==> src/hw/rtl/trl_pkg.sv <==
// ----------------------------------------------------------------------------
// trl_pkg: shared types and constants of the tiered route lookup
// Widths, command and status codes, route entry layout and match helpers.
// ----------------------------------------------------------------------------
package trl_pkg;

   localparam int ROUTES_PER_LIST = 32;
   localparam int NUM_LISTS       = 3;
   localparam int NUM_SLOTS       = NUM_LISTS * ROUTES_PER_LIST;
   localparam int ADDR_W          = $clog2(NUM_SLOTS);
   localparam int CNT_W           = $clog2(ROUTES_PER_LIST + 1);
   localparam int RIDX_W          = 7;
   localparam int SUM_W           = (CNT_W + 2 > RIDX_W) ? CNT_W + 2 : RIDX_W;
   localparam int HASH_W          = 32;
   localparam int MCNT_W          = 6;
   localparam int STEP_W          = $clog2(HASH_W);

   typedef enum logic [2:0] {
      CMD_LOOKUP   = 3'd0,
      CMD_ADD_HOST = 3'd1,
      CMD_ADD_NET  = 3'd2,
      CMD_ADD_EXT  = 3'd3,
      CMD_REMOVE   = 3'd4
   } command_type;

   typedef enum logic [1:0] {
      STS_OK       = 2'd0,
      STS_NO_ROUTE = 2'd1,
      STS_FULL     = 2'd2,
      STS_BAD_IDX  = 2'd3
   } status_type;

   typedef enum logic [3:0] {
      ST_IDLE,
      ST_LK_READ,
      ST_LK_EVAL,
      ST_MOD,
      ST_SEL_READ,
      ST_SEL_EVAL,
      ST_RM_READ,
      ST_RM_WRITE,
      ST_RM_CLEAR
   } state_type;

   localparam logic [1:0] LIST_EXT = 2'd2;

   typedef struct packed {
      logic [31:0] dest;
      logic [31:0] mask;
      logic [31:0] gateway;
      logic [7:0]  iface;
   } route_entry_type;

   typedef struct packed {
      logic            en;
      logic [ADDR_W-1:0] addr;
      route_entry_type data;
   } mem_wr_type;

   function automatic logic [ADDR_W-1:0] slot_addr(input logic [1:0] list,
                                                   input logic [CNT_W-1:0] pos);
      slot_addr = ADDR_W'(list) * ADDR_W'(ROUTES_PER_LIST) + ADDR_W'(pos);
   endfunction

   // Host entries carry an all-ones mask, so one masked compare serves all tiers.
   function automatic logic route_hit(input route_entry_type e,
                                      input logic [31:0] dest,
                                      input logic oif_on,
                                      input logic [7:0] want_if);
      logic hit;
      hit = ((dest & e.mask) == (e.dest & e.mask));
      if (oif_on && (e.iface != want_if)) begin
         hit = 1'b0;
      end
      route_hit = hit;
   endfunction

endpackage

==> src/hw/rtl/trl_mod_unit.sv <==
// ----------------------------------------------------------------------------
// trl_mod_unit: serial modulo unit
// Restoring remainder of the flow hash by the match count, one bit a cycle.
// ----------------------------------------------------------------------------
module trl_mod_unit (
   input  logic                      clock,
   input  logic                      reset,
   input  logic                      start,
   input  logic [trl_pkg::HASH_W-1:0] dividend,
   input  logic [trl_pkg::CNT_W-1:0]  divisor,
   output logic                      done,
   output logic [trl_pkg::CNT_W-1:0]  remainder
);
   import trl_pkg::*;

   logic              run_ff, run_in;
   logic              done_ff, done_in;
   logic [STEP_W-1:0] step_ff, step_in;
   logic [HASH_W-1:0] sh_ff, sh_in;
   logic [CNT_W-1:0]  rem_ff, rem_in;
   logic [CNT_W-1:0]  div_ff, div_in;
   logic [CNT_W:0]    trial;

   always_comb begin
      run_in  = run_ff;
      done_in = 1'b0;
      step_in = step_ff;
      sh_in   = sh_ff;
      rem_in  = rem_ff;
      div_in  = div_ff;
      trial   = {rem_ff, sh_ff[HASH_W-1]};
      if (start) begin
         run_in  = 1'b1;
         step_in = '0;
         sh_in   = dividend;
         rem_in  = '0;
         div_in  = divisor;
      end else if (run_ff) begin
         // shift in one hash bit, subtract when the trial reaches the divisor
         if (trial >= {1'b0, div_ff}) begin
            trial = trial - {1'b0, div_ff};
         end
         rem_in  = trial[CNT_W-1:0];
         sh_in   = {sh_ff[HASH_W-2:0], 1'b0};
         step_in = step_ff + 1'b1;
         if (step_ff == STEP_W'(HASH_W - 1)) begin
            run_in  = 1'b0;
            done_in = 1'b1;
         end
      end
   end

   always_ff @(posedge clock) begin
      if (reset) begin
         run_ff  <= 1'b0;
         done_ff <= 1'b0;
      end else begin
         run_ff  <= run_in;
         done_ff <= done_in;
      end
      step_ff <= step_in;
      sh_ff   <= sh_in;
      rem_ff  <= rem_in;
      div_ff  <= div_in;
   end

   assign done      = done_ff;
   assign remainder = rem_ff;

endmodule

==> config.mk <==
export PLATFORM = sky130hd
export DESIGN_NAME = trl_mod_unit
export DESIGN_NICKNAME = d
export VERILOG_FILES = /design/src/hw/rtl/trl_pkg.sv /design/src/hw/rtl/trl_mod_unit.sv
export SDC_FILE = /design/constraint.sdc
export NUM_CORES = 1
export LEC_CHECK = 0
export BUFFER_PORTS_ARGS = -buffer_cell sky130_fd_sc_hd__buf_2
export CORE_ASPECT_RATIO = 0.9
export CORE_UTILIZATION = 40
export DETAILED_ROUTE_END_ITERATION = 12
export HOLD_SLACK_MARGIN = 0.06
export PLACE_DENSITY = 0.7
export SLEW_MARGIN = 10
export SYNTH_ARGS = -nofsm -noshare
export SYNTH_HDL_FRONTEND = slang
export SYNTH_SLANG_ARGS = --single-unit
==> constraint.sdc <==
create_clock -name clock -period 5.8 [get_ports clock]
set_clock_uncertainty 0.1 [all_clocks]
set_input_delay 0.58 -clock clock [delete_from_list [all_inputs] [get_ports clock]]
set_output_delay 0.58 -clock clock [all_outputs]
set_load 0.03 [all_outputs]
# After elaboration in Yosys (flattened, before gate mapping)
# Index checks and enable logic that the tools add are counted.
[totals]
register_bits = 51
in_bits = 41
output_inout_bits = 7
[classes]
add_sub_neg = 2
order_cmp = 1
n_eq_ne = 1
muxes = 7
bitwise_logic = 1
reduce_logical = 2
[ops]
columns = ["op", "count"]
rows = [
  ["32-bit 2-to-1 mux", 2],
  ["7-bit by 6-bit >= comparator with 1-bit output", 1],
  ["6-bit 2-to-1 mux", 1],
  ["6-bit subtractor", 1],
  ["5-bit by 1-bit adder with 5-bit output, second input constant", 1],
  ["5-bit equality test, second input constant", 1],
  ["1-bit 2-to-1 mux", 4],
  ["3-bit OR reduction", 1],
  ["2-bit nonzero test", 1],
  ["1-bit inverter", 1],
]

# Depth between registers and ports, before layout
# Gate-level depths: netlist of the first run.
[depth]
word_depth = 4
mapped_depth = 8
mapped_depth_nobuf = 8

# Worst setup path after synthesis of the first run
# No wires, ideal clock.
[synth_path]
kind = "input to register"
startpoint = "input port start"
endpoint = "register sh_ff[0], enable pin"
arrival_ns = 1.679
path_slack_ns = 3.631
cell_stages = 3
n_path_buf = 1
cell_sequence = "clkbuf_1 > inv_1 > nand2_1"
[synth_via]
elab_chain_len = 1
[synth_lines]
columns = ["item", "line_no", "rtl"]
rows = [
  ["start: declaration", "trl_mod_unit.sv:8", "input logic start,"],
  ["2-bit nonzero test (no line)", "-", ""],
  ["end signal: assignment", "trl_mod_unit.sv:62", "sh_ff <= sh_in;"],
  ["end: declaration", "trl_mod_unit.sv:19", "logic [HASH_W-1:0] sh_ff, sh_in;"],
]
# No other way between the ends.
# A chain may end at the register's enable or synchronous reset.

# Worst setup path after layout of the first run
[layout_path]
startpoint = "register div_ff[0]"
endpoint = "register rem_ff[4], in the netlist remainder[4]"
[layout_via]
elab_chain_len = 2
[layout_lines]
columns = ["item", "line_no", "rtl"]
rows = [
  ["start: declaration", "trl_mod_unit.sv:21", "logic [CNT_W-1:0] div_ff, div_in;"],
  ["start signal: assignment", "trl_mod_unit.sv:64", "div_ff <= div_in;"],
  ["6-bit subtractor / 7-bit by 6-bit >= comparator with 1-bit output (equally long branches)", "trl_mod_unit.sv:41, trl_mod_unit.sv:40", ""],
  ["6-bit 2-to-1 mux *", "trl_mod_unit.sv:40", "if (trial >= {1'b0, div_ff}) begin"],
  ["end signal: assignment", "trl_mod_unit.sv:63", "rem_ff <= rem_in;"],
  ["end: declaration", "trl_mod_unit.sv:20", "logic [CNT_W-1:0] rem_ff, rem_in;"],
]
# Every way passes the cells marked *; elsewhere a longest branch is shown, timed or not.

==> results of run 1 <==
[metrics by stage]
stage                     instance area, um2  cells  utilization, %  power (mW)
after floorplan                         2410    179               -       0.554
after global placement                  2720    292            47.6       0.593
after detailed placement                2720    292            47.6       0.595
after CTS                               2810    300            49.1       0.808
after global routing                    2810    300            49.1       0.837
final                                   2810    300            49.1       0.799
[cells in the mapped netlist]
cell       number
a21oi_4         1
fa_1            1
edfxtp_1       38
nor2_1         13
nand3_2         1
o311ai_1        2
a311oi_1        2
o21ai_0         1
and3_1          1
nor2_8          1
xor2_1          3
nand4_1         3
ha_1            9
o21a_1          2
nand2b_1        3
mux2_2         31
buf_2           1
a21o_1          1
and2_1          1
a21oi_1         6
mux2i_1         2
buf_1           2
nor3_1          3
o211ai_4        1
nand3b_1        1
inv_1          12
nand2_1         6
o2111ai_1       1
a2111o_1        1
o311a_1         1
dfxtp_1        13
o211ai_1        3
o21ai_1         1
xnor2_1         2
nor4_1          1
nand3_1         5
clkbuf_1        3
[state kept, by name (all words and copies together), names as in the netlist]
name,cells
div_ff,6
done,1
remainder,6
run_ff,1
sh_ff,32
step_ff,5
[worst max-delay path by stage]
stage,start,endpoint,slack [ns],cells after the start
global placement,start,sh_ff[18],3.55,5
CTS,div_ff[0],remainder[1],3.82,6
detailed placement,start,sh_ff[27],3.55,5
finish,div_ff[0],remainder[4],3.83,6
global route,run_ff,sh_ff[27],3.69,3
floorplan,start,sh_ff[0],3.63,3
[worst max-delay path, cell delays in order, from the launching register on]
cell and delay, ns:
edfxtp_1 0.42, ha_1 0.33, nand2b_1 0.16, a21oi_1 0.28, o21a_1 0.20, o21ai_1 0.10
o311a_1 0.29
[layer usage]
| layer | routed length, um | track usage [%] |
|---|---|---|
| met2 | 1820 | 21.3 |
| met5 | 0 | 0 |
| met1 | 2000 | 18.5 |
| met4 | 39 | 4.14 |
| met3 | 265 | 5.09 |
[cells by family (layout without fill, tap and decap cells)]
family	count (synthesis)	count (layout)	share of synthesized area [%]
buf+inv	18	69	2.86
fa+ha+maj	10	10	5.51
mux	33	33	15.3
compound gates	23	23	7.79
xor+xnor	5	5	1.82
simple gates	39	39	8.52
flops	51	51	58.2
[report_power, final]
part / internal (mW) / total (mW) / switching (mW)
clock: 0.0867 / 0.213 / 0.126
combinational: 0.0639 / 0.138 / 0.0740
sequential: 0.432 / 0.449 / 0.0172
[layout make-up]
type                            instances  area share, %
Sequential cell                        51           49.8
Tap cell                               70           3.11
Clock buffer                            5           2.45
Clock inverter                          3          0.800
Inverter                               12           1.60
Multi-Input combinational cell        110           33.3
Timing Repair Buffer                   49           8.89
==> reports/qor.txt, run 1 <==
Final setup viols: 0
Mapped Area: 0.00241 mm2
Avg Cell Area, Syn: 13.5 um2
Fmax: 507 MHz
Syn-to-layout area delta: 16.8%
Vias: 1515
Period utilization: 34.0%
Wire per inst: 13.7 um
Via density: 5.05
Slew @ Worst Pin: 0.639 ns
I/O pin cnt: 48
Synth top area cells: edfxtp_1 47%, mux2_2 14%, dfxtp_1 11%
Syn nets: 230
GRT Overall Usage: 13.8%
Most frequent cells in the layout: 47 x buf_2, 38 x edfxtp_1, 31 x mux2_2
Initial DRC Count: 82
Htree depth: 2
Seq/Total Area, Yosys: 58.2%
Antenna Diode Count: 0
Initial Utilization: 42.1%
Clk sinks: 51
Synthesis warning total: 0
Worst-Skew Late Latency: 0.31 ns
Antenna Nets Post-Route: 0
HP Class: input pin to register
Synth unique cells: 37
Final hold violations: 0
Register area: 0.00140 mm2
Total grt overflow: 0
Maxcap violations: 0
Cts bufs inserted: 5
Min Hold Slack: 0.329 ns
Rows: 26
Final worst slack: 3.83 ns
Arrival @ worst endpoint: 2.08 ns
First-pass GRT wire length: 6650 um
Post-Syn Instances: 179
Reg2reg end: remainder[4]
Hold path start: reset
First-pass detailed-route iteration total: 4
Post-CTS setup buffers: 0
IO buf count: 47
Initial antenna violation count: 0
Commonest non-fill, non-tap cell in the layout: buf_2
Post-placement worst setup slack: 3.55 ns
TritonCTS clock tree: built
CP max FO: 3
Core area: 0.00573 mm2
Worst EP required: 5.91 ns
Layout Nets: 280
Share of layout cells above drive strength 1: 40.0%
Post-DP HPWL: 2770 um
Root Driver: clkbuf_8
WHS Endpoint: run_ff
Reg2reg path depth: 6
Final slew viol count: 0
Final wirelength: 4120 um
Power Dens Cells: 284 mW/mm2
Vias in the first global route: 1433
Cts hold-fix bufs: 0
Clock buffer depth: 2
Leading area contributor after synthesis: edfxtp_1
Critical Path Sink Type: register
# DRC: 0
Die Ht: 75.6 um
R2r setup slk: 3.83 ns
GP Congestion: 0.785
Worst VDD drop: 0.158 mV
Clock transition at path regs: 0.10 ns
Critical path type: register to register
Area of the multi-input gates: 938 um2
Post-synthesis register bit count: 51
Post-CTS sizing: 0
Fin Setup TNS: 0 ns
Die X: 83.8 um
P_leak: 1.14 nW
Run status: completed
Largest net degree at the start of global routing: 56
Max-slew headroom: 57.4%
Top cell type's share of synthesized area: 47.4%
Hold path depth: 2
Die Footprint: 0.00634 mm2
Setup crit start kind: register
RSZ-0062 raised after global routing: no
FF-to-FF Start: div_ff[0]
Minimum clock period: 1.97 ns
# fillers: 526
Power figures use the tool's default switching activity.
==> run 2, diff against run 1 <==
- PLACE_DENSITY: 0.7 -> 0.72
- clock period: 5.8 -> 1.8 ns (I/O delays scaled with it)
==> run 2 against run 1 <==
Effect of this change: the flow now finishes with violations (setup timing); via count rose by 4.3%; sequential cell count is the same; power grew to 3.5 times the previous value; clock power increased to 3.8 times the previous value; cell count rose by 5.7%; design area is 11% higher; non-clock buffer count grew 17; count of clock-buffer cells in the layout did not move; setup slack got worse by 3.9 ns; worst hold slack worse by 0.26 ns; fmax grew 5.0%; critical endpoint unchanged; largest cell class unchanged.
==> reports/qor.txt, run 2 (synthesized netlist as in run 1, its figures left out) <==
Run status: finished with violations
Failing checks: setup timing
Post-CTS setup buffers: 0 (unchanged)
GRT Overall Usage: 14.3% (+0.45 points)
Min Hold Slack: 0.0731 ns (-0.256 ns)
RSZ-0062 raised after global routing: yes
Die X: 83.8 um (unchanged)
Final Cell Area: 0.00312 mm2 (+11%)
Die Footprint: 0.00634 mm2 (unchanged)
Worst-Skew Late Latency: 0.30 ns (about the same)
Vias: 1580 (+4.3%)
P_leak: 1.25 nW (+9.4%)
Final slew viol count: 0 (unchanged)
Syn-to-layout area delta: 29.5%
Initial Utilization: 42.1% (unchanged)
Vias in the first global route: 1566 (+9.3%)
CP max stage delay: 0.45 ns (+0.03 ns)
Maxcap violations: 0 (unchanged)
Post-DP HPWL: 2930 um (+5.9%)
Worst EP required: 1.90 ns (-4.01 ns)
Slew @ Worst Pin: 0.278 ns (-0.361 ns)
Cts bufs inserted: 5 (unchanged)
Initial DRC Count: 91 (+11%)
Max-slew headroom: 81.4% (+24 points)
TritonCTS clock tree: built
# DRC: 0 (unchanged)
Register area: 0.00141 mm2 (+0.71%)
Dpl cell area: 0.00285 mm2 (+4.7%)
Share of layout cells above drive strength 1: 47.8% (+7.8 points)
Arrival @ worst endpoint: 1.97 ns (-0.11 ns)
Htree depth: 2 (unchanged)
Core area: 0.00573 mm2 (unchanged)
Final setup viols: 1 (+1)
Most frequent cells in the layout: 47 x buf_2, 38 x edfxtp_1, 31 x mux2_2
Rows: 26 (unchanged)
Final worst slack: -0.0781 ns (-3.91 ns)
Fmax: 532 MHz (+5.0%)
CP max stage cell: edfxtp_1
CP cell instances: ha_2, fa_2, nand2b_4, a21oi_2, xnor2_1, nand4_1, o311a_1
Critical Path Sink Type: register
Antenna Diode Count: 0 (unchanged)
Wire per inst: 13.4 um (-2.7%)
Via density: 4.98 (-1.3%)
Largest net degree at the start of global routing: 33 (-41%)
First-pass detailed-route iteration total: 4 (unchanged)
Setup crit start kind: register
GP Congestion: 0.829 (+5.6%)
Commonest non-fill, non-tap cell in the layout: buf_2
Period utilization: 104% (+70 points)
Minimum clock period: 1.88 ns (-0.0945 ns)
Largest Register: sh_ff
First-pass GRT wire length: 7020 um (+5.5%)
Clock transition at path regs: 0.10 ns (about the same)
Buffers & Inverters on Critical Path: 0 (unchanged)
Area of the multi-input gates: 0.00103 mm2 (+9.3%)
Die Ht: 75.6 um (unchanged)
Post-Layout Cell Count: 317 (+5.7%)
HP Class: input pin to register
Delay-heaviest family, CP: adder cells
Max reg flops: 32 (unchanged)
Total grt overflow: 0 (unchanged)
Antenna Nets Post-Route: 0 (unchanged)
IO buf count: 47 (unchanged)
I/O pin cnt: 48 (unchanged)
Root Driver: clkbuf_8
Placed cells: 300 (+2.7%)
# fillers: 483 (-8.2%)
Critical path type: register to register
Clock buffer depth: 2 (unchanged)
Fin Setup TNS: -0.0781 ns (-0.0781 ns)
Power Dens Cells: 902 mW/mm2 (+220%)
Clk sinks: 51 (unchanged)
Final hold violations: 0 (unchanged)
CP max FO: 2 (-1)
Layout Nets: 297 (+6.1%)
Initial antenna violation count: 0 (unchanged)
Worst VDD drop: 0.488 mV (+210%)
Final wirelength: 4240 um (+2.8%)
==> run 2: cell count changes in the layout (fill, tap and decap cells not counted), sizes merged <==
cell / before / now
bufinv: 0 / 1
clkinv: 2 / 1
buf: 49 / 57
dlygate4sd3: 0 / 9
==> run 2: layer usage <==
layer | up-vias | GRT usage, % | part of all wire [%]
met3 | 4 | 5.20 | 5.6
met1 | 738 | 18.4 | 47
met2 | 41 | 22.8 | 47
met4 | 0 | 4.71 | 0.68
met5 | - | 0 | 0
li1 | 797 | - | -
==> run 2: worst paths after layout <==
| kind | start | depth (start not counted) | endpoint | slack [ns] |
|---|---|---|---|---|
| worst max-delay path | div_ff[0] | 7 | remainder[4] | -0.08 |
| worst min-delay path | dividend[10] | 2 | sh_ff[10] | 0.07 |
| worst max register to register | div_ff[0] | 7 | remainder[4] | -0.08 |
| worst min register to register | step_ff[3] | 2 | step_ff[3] | 0.42 |
==> run 2: metrics by stage <==
stage	power (mW)	worst slack (ns)	util (%)
CTS	2.80	-0.0507	53.6
floorplan	1.80	0.0127	-
global placement	1.95	-0.0332	49.8
global route	2.94	-0.124	54.5
finish	2.81	-0.0781	54.5
detailed placement	1.97	-0.133	49.8
==> run 2: repair_timing <==
action	in CTS	in global routing
endpoints found under the setup margin	4	6
gates cloned	0	0
pin swaps	5	6
endpoints found under the hold margin	9	1
resized for setup	6	8
hold buffers	8	1
==> run 2: final cells by class <==
type / count / area share (%)
clock inverter: 3 / 1.36
tap: 70 / 2.81
timing repair buffer: 66 / 14.0
clock buffer: 5 / 2.21
sequential: 51 / 45.2
inverter: 12 / 1.44
multi-input combinational: 110 / 32.9
==> run 2: power by group <==
| part | total, mW | internal [mW] | switching, mW | leakage, nW |
|---|---|---|---|---|
| registers | 1.44 | 1.39 | 0.0480 | 0.490 |
| logic | 0.563 | 0.282 | 0.280 | 0.706 |
| clock network | 0.810 | 0.415 | 0.395 | 0.0562 |
==> run 3, diff against run 2 <==
- ABC_AREA: unset -> 1
==> run 3 against run 2 <==
Effect of this change: the run now ends clean; wire length grew 24%; largest power group unchanged; worst hold slack better by 0.0047 ns; highest routed layer unchanged; count of clock-buffer cells in the layout rose by 1; synthesized cell count increased by 51%; critical path type unchanged.
==> reports/qor.txt, run 3 <==
Run status: completed
Seq/Total Area, Yosys: 56.4% (-1.8 points)
Delay-heaviest family, CP: adder cells
Max-slew headroom: 70.9% (-11 points)
Wire per inst: 12.3 um (-7.9%)
Mapped Area: 0.00248 mm2 (+3.2%)
GRT Overall Usage: 17.6% (+3.4 points)
P_leak: 1.56 nW (+25%)
Worst-Skew Late Latency: 0.31 ns (about the same)
Vias: 2010 (+27%)
Clock buffer depth: 2 (unchanged)
Most frequent cells in the layout: 127 x nand2_1, 47 x buf_2, 38 x edfxtp_1
Worst EP required: 1.91 ns (about the same)
Leading area contributor after synthesis: edfxtp_1
Rows: 26 (unchanged)
Initial antenna violation count: 0 (unchanged)
Critical Path Sink Type: register
Post-DP HPWL: 3310 um (+13%)
Most numerous cell in the Yosys netlist: nand2_1
# DRC: 0 (unchanged)
Initial Utilization: 42.7% (+0.61 points)
Post-placement worst setup slack: -0.0130 ns (+0.120 ns)
CP max stage cell: edfxtp_1
Final wirelength: 5280 um (+24%)
Fmax: 594 MHz (+12%)
Synth top area cells: edfxtp_1 46%, nand2_1 19%, dfxtp_1 10%
R2r setup slk: 0.12 ns (+0.20 ns)
WHS Endpoint: sh_ff[31]
IO buf count: 47 (unchanged)
Cts bufs inserted: 5 (unchanged)
CP max FO: 2 (unchanged)
Fin Setup TNS: 0 ns (+0.0781 ns)
Post-CTS setup buffers: 0 (unchanged)
Worst VDD drop: 0.363 mV (-26%)
First-pass detailed-route iteration total: 4 (unchanged)
CP max stage delay: 0.43 ns (-0.02 ns)
First-pass GRT wire length: 9030 um (+29%)
Final worst slack: 0.118 ns (+0.196 ns)
Avg Cell Area, Syn: 9.20 um2 (-32%)
Maxcap violations: 0 (unchanged)
Ys async rst share: 0% (unchanged)
RSZ-0062 raised after global routing: no
Synthesis warning total: 0 (unchanged)
Synth unique cells: 35 (-5.4%)
Power Dens Cells: 794 mW/mm2 (-12%)
Reg2reg end: remainder[4]
Total grt overflow: 0 (unchanged)
Post-synth EDFFs: 38 (unchanged)
Antenna Diode Count: 0 (unchanged)
Die Footprint: 0.00653 mm2 (+3.1%)
Minimum clock period: 1.68 ns (-0.196 ns)
Top FF cell, synth: edfxtp_1
TritonCTS clock tree: built
Via density: 4.70 (-5.8%)
Final slew viol count: 0 (unchanged)
Initial DRC Count: 138 (+52%)
Die X: 85.1 um (+1.5%)
I/O pin cnt: 48 (unchanged)
Die Ht: 76.8 um (+1.5%)
Critical path type: register to register
Layout Nets: 408 (+37%)
Root Driver: clkbuf_8
Commonest non-fill, non-tap cell in the layout: nand2_1
Syn nets: 321 (+40%)
Buffers & Inverters on Critical Path: 0 (unchanged)
Final hold violations: 0 (unchanged)
HP Class: input pin to register
Reg2reg path depth: 7 (unchanged)
Htree depth: 2 (unchanged)
Share of layout cells above drive strength 1: 23.2% (-25 points)
Final setup viols: 0 (-1)
Max reg flops: 32 (unchanged)
FF-to-FF Start: div_ff[0]
Core area: 0.00582 mm2 (+1.7%)
CP cell instances: ha_2, fa_2, nand3b_1, a21boi_1, o21ai_2, nand3_1, nand2_1
Post-synthesis register bit count: 51 (unchanged)
Period utilization: 93.5% (-11 points)
Hold path start: dividend[31]
Vias in the first global route: 2014 (+29%)
Top cell type's share of synthesized area: 45.9% (-1.5 points)
Most frequent cells after synthesis: 129 x nand2_1, 38 x edfxtp_1, 17 x inv_1
Hold path depth: 3 (+1)
Largest net degree at the start of global routing: 33 (unchanged)
Antenna Nets Post-Route: 0 (unchanged)
Clk sinks: 51 (unchanged)
Slew @ Worst Pin: 0.436 ns (+0.158 ns)
Arrival @ worst endpoint: 1.79 ns (-0.18 ns)
Total power: 2.62 mW (-6.9%)
Clock transition at path regs: 0.09 ns (about the same)
Setup crit start kind: register
Largest Register: sh_ff
GP Congestion: 0.806 (-2.7%)
Post-Syn Instances: 270 (+51%)
Syn-to-layout area delta: 32.6%
run 3: where the power goes:
group / switching, mW / internal, mW / total, mW
Sequential: 0.0453 / 1.39 / 1.43
Clock: 0.366 / 0.268 / 0.634
Combinational: 0.310 / 0.243 / 0.553
run 3: through the flow:
step	instance area (um2)	util, %	instances	hold slack [ns]
final	3300	56.6	428	0.0778
after global routing	3300	56.6	428	0.0639
after CTS	3270	56.1	428	0.0649
after detailed placement	2820	48.5	384	0.258
after global placement	2820	48.5	384	0.257
after floorplan	2490	-	270	0.156
run 3: layer usage:
metal  global-route usage (%)  share of wire, %
met1                     21.1                44
met2                     30.6                50
met3                     4.95               4.5
met4                     5.42               1.7
met5                        0                 0
run 3: kinds of logic (layout without fill, tap and decap cells):
logic type               Yosys count  after routing  share of synthesized area [%]
AO/OA/AOI/OAI                     11             11                           3.37
buffers and inverters             32            120                           4.93
AND/OR/NAND/NOR                  164            164                           29.3
adder cells (fa/ha/maj)           10             10                           5.34
XOR/XNOR                           2              2                          0.705
flip-flops                        51             51                           56.4
run 3: how the worst max path moves through the flow:
| stage | slack, ns | startpoint | to | cells after the start |
|---|---|---|---|---|
| 6_report | 0.12 | div_ff[0] | remainder[4] | 7 |
| 5_1_grt | 0.008 | div_ff[0] | remainder[4] | 8 |
| 4_1_cts | 0.005 | div_ff[0] | remainder[4] | 7 |
| 3_5_place_dp | -0.01 | div_ff[0] | remainder[4] | 7 |
| 3_3_place_gp | 0.05 | div_ff[0] | remainder[4] | 7 |
| 2_1_floorplan | 0.09 | remainder[0] | remainder[4] | 7 |
run 3: layout make-up:
cell class / count / area [um2]
clock buffer: 6 / 72.6
sequential: 51 / 1400
clock inverter: 2 / 8.76
fill: 517 / 2530
timing repair buffer: 87 / 638
multi-input combinational: 187 / 991
tap: 70 / 87.6
inverter: 25 / 95.1
run 3: tightest hold or removal path, stage by stage:
cell	delay [ns]
buf_2	0.08
nand2_1	0.05
nand2_1	0.06
run 3: timing repair:
item | 4_1_cts | 5_1_grt
setup endpoints to repair | 1 | 6
hold buffers | 36 | 0
pin swaps | 0 | 3
gates resized for setup | 1 | 7
endpoints found under the hold margin | 37 | 0
